$ cat config.mk
export PLATFORM = sky130hd
export DESIGN_NAME = slc_ram
export DESIGN_NICKNAME = d
export VERILOG_FILES = /design/src/slc_ram.sv
export SDC_FILE = /design/constraint.sdc
export NUM_CORES = 1
export LEC_CHECK = 0
export BUFFER_PORTS_ARGS = -buffer_cell sky130_fd_sc_hd__buf_4
export CORE_UTILIZATION = 35
export CTS_BUF_LIST = sky130_fd_sc_hd__clkbuf_4 sky130_fd_sc_hd__clkbuf_8 sky130_fd_sc_hd__clkbuf_16
export DETAILED_ROUTE_END_ITERATION = 7
export PLACE_DENSITY = 0.56
export SYNTH_ARGS = -nofsm -noshare
export SYNTH_HDL_FRONTEND = slang
export SYNTH_SLANG_ARGS = --single-unit
export TNS_END_PERCENT = 1
$ cat constraint.sdc
create_clock -name clk -period 4.1 [get_ports clk]
set_clock_uncertainty 0.05 [all_clocks]
set_input_delay 0.82 -clock clk [delete_from_list [all_inputs] [get_ports clk]]
set_output_delay 0.82 -clock clk [all_outputs]
set_load 0.05 [all_outputs]
$ cat src/slc_ram.sv
// ----------------------------------------------------------------------------
// slc_ram: generic single-port-write, single-port-read RAM
// One write and one registered read per cycle; read data holds when idle.
// ----------------------------------------------------------------------------
module slc_ram #(
	parameter int WIDTH = 8,
	parameter int DEPTH = 16
) (
	input  logic                     clk,
	input  logic                     we,
	input  logic [$clog2(DEPTH)-1:0] waddr,
	input  logic [WIDTH-1:0]         wdata,
	input  logic                     re,
	input  logic [$clog2(DEPTH)-1:0] raddr,
	output logic [WIDTH-1:0]         rdata
);

	logic [WIDTH-1:0] mem [DEPTH];

	always_ff @(posedge clk) begin
		if (we) begin
			mem[waddr] <= wdata;
		end
		if (re) begin
			rdata <= mem[raddr];
		end
	end

endmodule

==> flow_metrics.tcl <==
set metrics [dict create \
    final_area_mm2 0.006240 \
    final.setup.tns_ps 0 \
    finalWorstSetupSlack_ps 1860 \
    sw_frac_of_total_pct 18.52 \
    drt-wirelength-per-cell_um 21.95 \
    post_cts.repair.setup_buffers 0 \
    synth_compound_area_share_pct 2.298 \
    place_ws_ps 1375 \
    yosysSeqAreaShare_pct 78.12 \
    gp_routability_congestion 0.7047 \
    path_class "in -> reg" \
    drcViolationCount 0 \
    finalHoldViolations 0 \
    finish.cell_count_without_fillers 463 \
    switching_power_uw 629.3 \
    cts_resized 0 \
    leakage_power_of_the_design_nw 2.066 \
    netlist-cell-type-count 18 \
    hold_path_startpoint "re" \
    numClockSinks 136 \
    setup-violations-final 0 \
    num_vias 2351 \
    cp.arrival_ps 2320 \
    grt.overflow.total 0 \
    antenna_cells_inserted 0 \
    hold-path-cell-count 1 \
    max_slew_margin_vs_limit_pct 34.45 \
    timing_worst_slew_pin_value_ps 979.6 \
    synth-adder-area-share_pct 0 \
    worstPathRequired_ps 4180 \
    global_route_usage_over_all_layers_pct 14.33 \
    post_dp_cell_area_mm2 0.005594 \
    place.port_buffers 26 \
    detailedRoute.firstIterationViolations 167 \
    skew_pair_late_insertion_delay_ps 410 \
    cts.path.max_buffers 2 \
    min_to "rdata[0]$_DFFE_PP_" \
    wl_mm 10.16 \
    crit_path_end_kind "register" \
    grt_pass1_wl_mm 15.52 \
    dr.pass1.iters 4 \
    share_seq_of_total_power_pct 46.4 \
    regToRegSetupSlack_ps 2500 \
    ctsRootBufferMaster "sky130_fd_sc_hd__clkbuf_16" \
    muxShareOfSynthArea_pct 14.79 \
    post_synth_inst_count 229 \
    postCtsHoldBufs 0 \
    run_status "finished, final reports clean" \
    p_clk_share_pct 48.7 \
    core_region_area_mm2 0.01453 \
    synthesis.yosys.warnings 0 \
    worstPathMaxFanout 32 \
    design.final.nets 286 \
    drv.max_cap_violation_count 0 \
    synth_xor_area_share_pct 0 \
    place.detailed.hpwl_mm 6.290 \
    cell_area_power_density_mw_per_mm2 544.6 \
    yosys.area.top_type "sky130_fd_sc_hd__edfxtp_1" \
    final_period_minus_worst_setup_slack_ps 2240 \
    layout.filler_cells 1295 \
    tritoncts "yes" \
    initial_utilization_pct 35.97 \
    die_w_um 124.2 \
    portion_of_the_clock_cycle_consumed_by_the_worst_path_in_the_final_layout_pct 54.64 \
    rsz0062_at_grt "no" \
    vias_cell 5.078 \
    netlist_top_cells_area "sky130_fd_sc_hd__edfxtp_1 (78%), sky130_fd_sc_hd__mux4_2 (7.8%), sky130_fd_sc_hd__mux4_1 (7.0%), sky130_fd_sc_hd__a22oi_1 (2.3%), sky130_fd_sc_hd__nor2_1 (0.93%)" \
    synth_top_family_by_area "multiplexers" \
    tritoncts.num_buffers 17 \
    post_route_cells_drive_above_1_share_pct 27.24 \
    h_tree_levels 4 \
    crit_path_start_kind "primary input" \
    die-height_um 124.2 \
    area_growth_syn_to_layout_pct 19.36 \
    grt_start_max_net_pins 33 \
    antenna_found_initial 0 \
    cts.clk_slew.worst_paths_ps 50 \
    worst_ir_drop_vdd_uv 372.7 \
    dp_cells 432 \
    syn_nets 248 \
    worst-r2r-cell-count 3 \
    post_synth_and_or_nand_nor_area_fraction_pct 3.135 \
    ant_nets 0 \
    fmaxAchievable_mhz 446.4 \
    num_io_pins 27 \
    power.combinational.fraction_pct 5.0 \
    row_cnt 44 \
    reg2reg_to "rdata[7]$_DFFE_PP_" \
    timing.rr.start "mem[11][7]$_DFFE_PP_" \
    synth_largest_type_area_fraction_pct 78.12 \
    syn_avg_cell_area_um2 22.83 \
    die_area_mm2 0.01543 \
    synth_seq_cells 136 \
    final-max-slew-violation-count 0 \
    cellInternalPower_mw 2.769 \
    min-delay-path-class "in -> reg" \
    vias_in_the_first_global_route 2479 \
    synth_area_mm2 0.005228 \
]
## metal layers
| layer | GRT usage, % | up-vias | share of wire, % |
|---|---|---|---|
| li1 | - | 1057 | - |
| met1 | 20.26 | 1228 | 48 |
| met2 | 20.67 | 55 | 47 |
| met3 | 4.440 | 11 | 3.3 |
| met4 | 5.528 | 0 | 1.1 |
| met5 | 0 | - | 0 |
## critical path, cell delays in order
cell                      delay, ps
sky130_fd_sc_hd__buf_4          480
sky130_fd_sc_hd__mux4_2         580
sky130_fd_sc_hd__a22oi_1        260
sky130_fd_sc_hd__nand2_1        160
## cell usage in the layout, fill, tap and decap left out, drive strengths merged
cell | Yosys | layout
a22oi | 16 | 16
and2 | 1 | 1
and2b | 1 | 1
buf | 7 | 29
bufinv | 0 | 6
clkbuf | 0 | 19
clkinv | 0 | 6
edfxtp | 136 | 136
mux4 | 32 | 32
nand2 | 9 | 9
nand2b | 2 | 2
nand3 | 1 | 1
nand3b | 2 | 2
nor2 | 13 | 13
nor2b | 1 | 1
nor3 | 4 | 4
or3b | 1 | 1
## metrics by stage
| step | utilization (%) | hold slack (ps) | power [mW] |
|---|---|---|---|
| 6_report | 42.93 | 661.6 | 3.398 |
| 5_1_grt | 42.93 | 641.1 | 3.506 |
| 4_1_cts | 42.93 | 640.1 | 3.428 |
| 3_5_place_dp | 38.49 | 696.6 | 1.775 |
| 3_3_place_gp | 38.49 | 686.7 | 1.772 |
| 2_1_floorplan | - | 654.8 | 1.705 |
## final cells by class
class | instances | area (um2) | share of cell area, %
Tap cell | 184 | 230.2 | 3.690
Timing Repair Buffer | 29 | 217.7 | 3.489
Clock buffer | 19 | 440.4 | 7.058
Multi-Input combinational cell | 83 | 1062 | 17.02
Clock inverter | 12 | 205.2 | 3.289
Sequential cell | 136 | 4084 | 65.45
## cell usage after synthesis
library cell and n:
sky130_fd_sc_hd__nand2_1 9, sky130_fd_sc_hd__nand3_1 1, sky130_fd_sc_hd__buf_2 3, sky130_fd_sc_hd__and2b_1 1, sky130_fd_sc_hd__a22oi_1 16, sky130_fd_sc_hd__nor2b_1 1
sky130_fd_sc_hd__nor2_1 13, sky130_fd_sc_hd__nand3b_1 2, sky130_fd_sc_hd__edfxtp_1 136, sky130_fd_sc_hd__clkdlybuf4s25_2 3, sky130_fd_sc_hd__mux4_2 18, sky130_fd_sc_hd__buf_4 1
sky130_fd_sc_hd__mux4_1 14, sky130_fd_sc_hd__or3b_2 1, sky130_fd_sc_hd__buf_6 3, sky130_fd_sc_hd__nand2b_1 2, sky130_fd_sc_hd__nor3_1 4, sky130_fd_sc_hd__and2_1 1
## how the worst max path moves through the flow
stage          startpoint                  end  slack (ps)  cells past startpoint
6_report         raddr[0]   rdata[7]$_DFFE_PP_        1860                      4
3_3_place_gp     raddr[0]   rdata[7]$_DFFE_PP_        1370                      4
3_5_place_dp     raddr[0]   rdata[7]$_DFFE_PP_        1380                      4
2_1_floorplan    waddr[2]  mem[0][0]$_DFFE_PP_        1740                      2
4_1_cts          raddr[0]   rdata[7]$_DFFE_PP_        1810                      4
5_1_grt          waddr[2]  mem[2][0]$_DFFE_PP_        1780                      3
## sequential cells by signal (all words and copies together) (netlist names)
| name | flops |
|---|---|
| mem | 128 |
| rdata | 8 |
## power groups by stage
stage               clock [mW]  combinational, mW  sequential, mW
CTS                       1.68              0.172            1.58
global placement             0              0.170            1.60
floorplan                    0             0.0791            1.63
finish                    1.65              0.169            1.58
global route              1.75              0.181            1.58
detailed placement           0              0.171            1.60
## kinds of logic after synthesis
group                  count (synthesis)
AOI/OAI and AO/OA                     16
buffers and inverters                 10
DFF                                  136
muxes                                 32
and+or+nand+nor                       35
Power figures use the tool's default switching activity.
