### config.mk
export PLATFORM = sky130hd
export DESIGN_NAME = slc_lookup
export DESIGN_NICKNAME = d
export VERILOG_FILES = /design/src/slc_pkg.sv /design/src/slc_lookup.sv
export SDC_FILE = /design/constraint.sdc
export NUM_CORES = 1
export LEC_CHECK = 0
export BUFFER_PORTS_ARGS = -buffer_cell sky130_fd_sc_hd__buf_2
export CAP_MARGIN = 40
export CORE_AREA = 2 2 441 443
export DETAILED_ROUTE_END_ITERATION = 7
export DIE_AREA = 0 0 443 445
export PLACE_DENSITY = 0.37
export SLEW_MARGIN = 10
export SYNTH_ARGS = -nofsm -noshare
export SYNTH_HDL_FRONTEND = slang
export SYNTH_SLANG_ARGS = --single-unit
### constraint.sdc
create_clock -name vclk -period 29.3
set_clock_uncertainty 0.15 [all_clocks]
set_input_delay 4.395 -clock vclk [all_inputs]
set_output_delay 4.395 -clock vclk [all_outputs]
set_load 0.05 [all_outputs]
### src/slc_pkg.sv
// ----------------------------------------------------------------------------
// slc_pkg: shared types and constants of the LRU cache tag store
// Widths of the request, the result and the configuration registers, the
// layout of one set row in the tag memory, and a saturating increment function.
// ----------------------------------------------------------------------------
package slc_pkg;

	localparam int MAX_SET_BITS = 8;
	localparam int MAX_WAYS     = 8;
	localparam int MAX_BLOCK    = 32;

	localparam int ADDR_W  = 64;
	localparam int REQ_W   = 2;
	localparam int CNT_W   = 32;
	localparam int SET_W   = MAX_SET_BITS;
	localparam int NUM_SETS = 1 << MAX_SET_BITS;
	localparam int WAY_W   = (MAX_WAYS > 1) ? $clog2(MAX_WAYS) : 1;
	localparam int RANK_W  = WAY_W;
	// The smallest offset plus set index is two bits, so a tag never needs more.
	localparam int TAG_W   = ADDR_W - 2;

	// Configuration register widths
	localparam int SB_W    = 4;
	localparam int BB_W    = 6;
	localparam int WY_W    = 4;
	localparam int CFG_W   = 6;
	localparam int CFG_IDX_W = 2;
	localparam int SHIFT_W = 7;

	localparam logic [CFG_IDX_W-1:0] CFG_SET_BITS    = 2'd0;
	localparam logic [CFG_IDX_W-1:0] CFG_BLOCK_BITS  = 2'd1;
	localparam logic [CFG_IDX_W-1:0] CFG_WAYS_IN_USE = 2'd2;

	localparam logic [REQ_W-1:0] REQ_LOAD   = 2'd0;
	localparam logic [REQ_W-1:0] REQ_STORE  = 2'd1;
	localparam logic [REQ_W-1:0] REQ_MODIFY = 2'd2;
	localparam logic [REQ_W-1:0] REQ_NONE   = 2'd3;

	localparam logic [RANK_W-1:0] RANK_MAX = RANK_W'(MAX_WAYS - 1);

	typedef struct packed {
		logic [MAX_WAYS-1:0]             vld;
		logic [MAX_WAYS-1:0][TAG_W-1:0]  tag;
		logic [MAX_WAYS-1:0][RANK_W-1:0] rank;
	} set_row_t;

	localparam int ROW_W = $bits(set_row_t);

	typedef struct packed {
		logic hit;
		logic evicted;
	} lookup_res_t;

	typedef enum logic {
		ST_IDLE,
		ST_LOOK
	} state_t;

	function automatic logic [CNT_W-1:0] sat_inc(input logic [CNT_W-1:0] v);
		return (v == {CNT_W{1'b1}}) ? v : v + CNT_W'(1);
	endfunction

endpackage

### src/slc_lookup.sv
// ----------------------------------------------------------------------------
// slc_lookup: tag compare and LRU update of one set row
// Finds a hit, a free way or the least recently used way, and builds the
// row that is written back.
// ----------------------------------------------------------------------------
module slc_lookup import slc_pkg::*; (
	input  set_row_t          row,
	input  logic [TAG_W-1:0]  tag,
	input  logic [WY_W-1:0]   ways,
	output set_row_t          row_new,
	output lookup_res_t       res
);

	logic [MAX_WAYS-1:0] way_en;
	logic [MAX_WAYS-1:0] match;
	logic [MAX_WAYS-1:0] free;
	logic [WAY_W-1:0]    hit_way;
	logic [WAY_W-1:0]    free_way;
	logic [WAY_W-1:0]    lru_way;
	logic [RANK_W-1:0]   best;
	logic [WAY_W-1:0]    sel;
	logic [RANK_W-1:0]   old_rank;
	logic                hit;
	logic                found;
	logic                was_valid;

	always_comb begin
		for (int i = 0; i < MAX_WAYS; i++) begin
			way_en[i] = WY_W'(i) < ways;
			match[i]  = way_en[i] && row.vld[i] && (row.tag[i] == tag);
			free[i]   = way_en[i] && !row.vld[i];
		end
		hit   = |match;
		found = |free;

		// Lowest-numbered way wins both searches.
		hit_way  = '0;
		free_way = '0;
		for (int i = MAX_WAYS - 1; i >= 0; i--) begin
			if (match[i]) begin
				hit_way = WAY_W'(i);
			end
			if (free[i]) begin
				free_way = WAY_W'(i);
			end
		end

		best    = '0;
		lru_way = '0;
		for (int i = 0; i < MAX_WAYS; i++) begin
			if (way_en[i] && row.rank[i] > best) begin
				best    = row.rank[i];
				lru_way = WAY_W'(i);
			end
		end

		sel       = hit ? hit_way : (found ? free_way : lru_way);
		was_valid = hit || !found;
		old_rank  = row.rank[sel];

		// Valid lines younger than the touched one age by one; a fill ages them all.
		row_new = row;
		for (int i = 0; i < MAX_WAYS; i++) begin
			if (way_en[i] && WAY_W'(i) != sel && row.vld[i] &&
					(!was_valid || row.rank[i] < old_rank) && row.rank[i] != RANK_MAX) begin
				row_new.rank[i] = row.rank[i] + RANK_W'(1);
			end
		end
		row_new.rank[sel] = '0;
		row_new.vld[sel]  = 1'b1;
		row_new.tag[sel]  = tag;

		res.hit     = hit;
		res.evicted = !hit && !found;
	end

endmodule

==> out/results.txt <==
Register Area: 0 sq um
Slowest-stage cell, CP: or4_1
Vias per Instance: 4.313
drt pass-1 iters: 6
die area: 0.1971 sq mm
Final #Nets: 4108
critical path peak fanout: 51
Slowest Stage Delay on Critical Path: 0.71 ns
post-synthesis sequential area ratio: 0%
Slew @ Worst Pin: 0.9563 ns
detailed-placement wirelength estimate: 229.5 mm
hold_buf cts: 0
crit path launch type: input pin
Initial Util: 8.634%
P_leak: 0.01092 uW
unique cell type count in the Yosys netlist: 95
Seq Cell Count: 0
fin util: 13.44%
Post-Syn Area per Cell: 6.801 sq um
final setup vio count: 0
post-route setup TNS: 0 ns
first-pass GRT wire length: 323.4 mm
via count: 26284
post-CTS sizing: 0
# fillers: 22611
unrepaired setup endpoints after global routing: false
YS warnings: 0
number of global-route vias before repair: 25049
Cell Int Power: 207.1 uW
maxcap violations: 0
Setup Buffers After CTS: 0
post-route ant nets: 0
core footprint: 0.1920 sq mm
Routed WL per cell: 44.48 um
pin count of the biggest net entering global routing: 73
Clock power frac: 0%
Comb pwr share: 100.0%
Fmax: 43.73 MHz
area grow syn2layout: 55.67%
CP dominant cell by count: ha_1
height of the die: 445 um
GPL Wtd Cong: 0.9790
grt ovf: 0
min cycle time layout: 22.87 ns
layout cell share with drive strength beyond 1: 46.06%
WS Path Type: input pin to output pin
crit end category: output pin
switching part of the total power: 76.45%
worst hold path class: input pin to output pin
total net switching power: 672.3 uW
Max IR drop VDD: 0.00002121 V
drt drc: 0
clkbuf count: 0
Max transition margin: 36.17%
status: completed
cell row count: 161
crit share post-route: 78.04%
Final Hold Vio Count: 0
most frequent cells in the layout: buf_2, nand2_1, mux2_2, xnor2_1, xor2_1
I/O pin cnt: 1124
syn nets: 3069
Seq pwr share: 0%
area of the multi-input gates: 0.01559 sq mm
most common cell after layout, fill and taps aside: buf_2
Critical Path RT: 24.76 ns
post-synthesis cell area: 0.01657 sq mm
CP Data Arrival Time: 18.32 ns
Tot GR Track Use: 26.07%
Final Max Slew Viols: 0
Port Buffers: 1124
Die W: 443 um
initial antenna violation count: 135
Post-Route WL: 271.1 mm
synthesized instance count: 2437
Fin Hold WS: 9.040 ns
Initial DRC Count: 3180
power density over cell area: 34.08 mW/mm^2
==> worst max-delay path: cells and delay by family <==
| family | cells | cell delay (ns) |
|---|---|---|
| AO/OA/AOI/OAI | 22 | 4.64 |
| AND/OR/NAND/NOR | 13 | 3.53 |
| adder cells (fa/ha/maj) | 7 | 2.08 |
| buffers and inverters | 6 | 1.95 |
| multiplexers | 5 | 1.54 |
==> power groups by stage <==
stage	clock, uW	sequential [uW]	combinational, uW
floorplan	0	0	492
global placement	0	0	871
detailed placement	0	0	870
CTS	0	0	873
global route	0.000316	0	906
finish	0.000257	0	879
==> path summary, 6_finish.rpt <==
path     start      endpoint  depth (start not counted)  slack (ns)
max    ways[3]    row_new[3]                         53        6.43
min   row[302]  row_new[302]                          4        9.04
==> kinds of logic after synthesis <==
group	Yosys count	synth area share, %
multiplexers	318	21.52
adder cells (fa/ha/maj)	48	3.480
buffers and inverters	245	6.266
AND/OR/NAND/NOR	1104	32.59
XOR/XNOR	483	25.52
AO/OA/AOI/OAI	239	10.62
==> Yosys cell counts, types with 5 or more instances <==
library cell	number	area, sq um
maj3_1	9	90.09
xor2_1	200	1752
and4_1	5	43.79
buf_1	35	131.4
a31oi_1	11	68.82
mux2i_1	11	110.1
nor3_1	25	125.1
nor2_1	45	168.9
o21ai_0	43	215.2
a21o_1	6	45.04
o211ai_1	46	345.3
mux2_2	306	3446
o22ai_1	7	43.79
ha_1	38	475.5
buf_2	80	400.4
nand3_1	25	125.1
nand4b_1	16	140.1
nand2_1	610	2290
or2_2	10	62.56
nor2b_1	18	112.6
nor4_1	108	675.7
a21oi_1	43	215.2
clkbuf_1	89	334.1
xnor2_1	283	2479
nand4_1	140	875.8
nor3b_1	5	37.54
a22oi_1	9	67.56
and3_1	7	43.79
nor4b_1	18	157.7
nand2b_1	37	231.5
inv_1	35	131.4
or4_1	11	82.58
==> layer usage <==
metal  wire length, um  track usage (%)
met3             26640            8.425
met1            101400            29.81
met2            126600            42.91
met5               114                0
met4             16240            14.25
==> cell type report <==
cell class / count / area share [%]
well taps: 2526 / 12.25
inverters: 38 / 0.5528
diodes: 94 / 0.9117
repair buffers: 1244 / 25.86
multi-input cells: 2192 / 60.43
==> per-stage QoR <==
stage / area (sq um) / setup slack [ns] / cells / total power (uW)
6_report: 25800 / 6.434 / 6094 / 879.4
3_5_place_dp: 25450 / 6.724 / 5995 / 870.2
4_1_cts: 25450 / 6.658 / 5995 / 873.2
3_3_place_gp: 25270 / 5.626 / 5980 / 870.5
5_1_grt: 25730 / 5.610 / 6067 / 905.8
2_1_floorplan: 16570 / 7.889 / 2437 / 491.6
No activity file was read; power rests on OpenSTA's default activity.
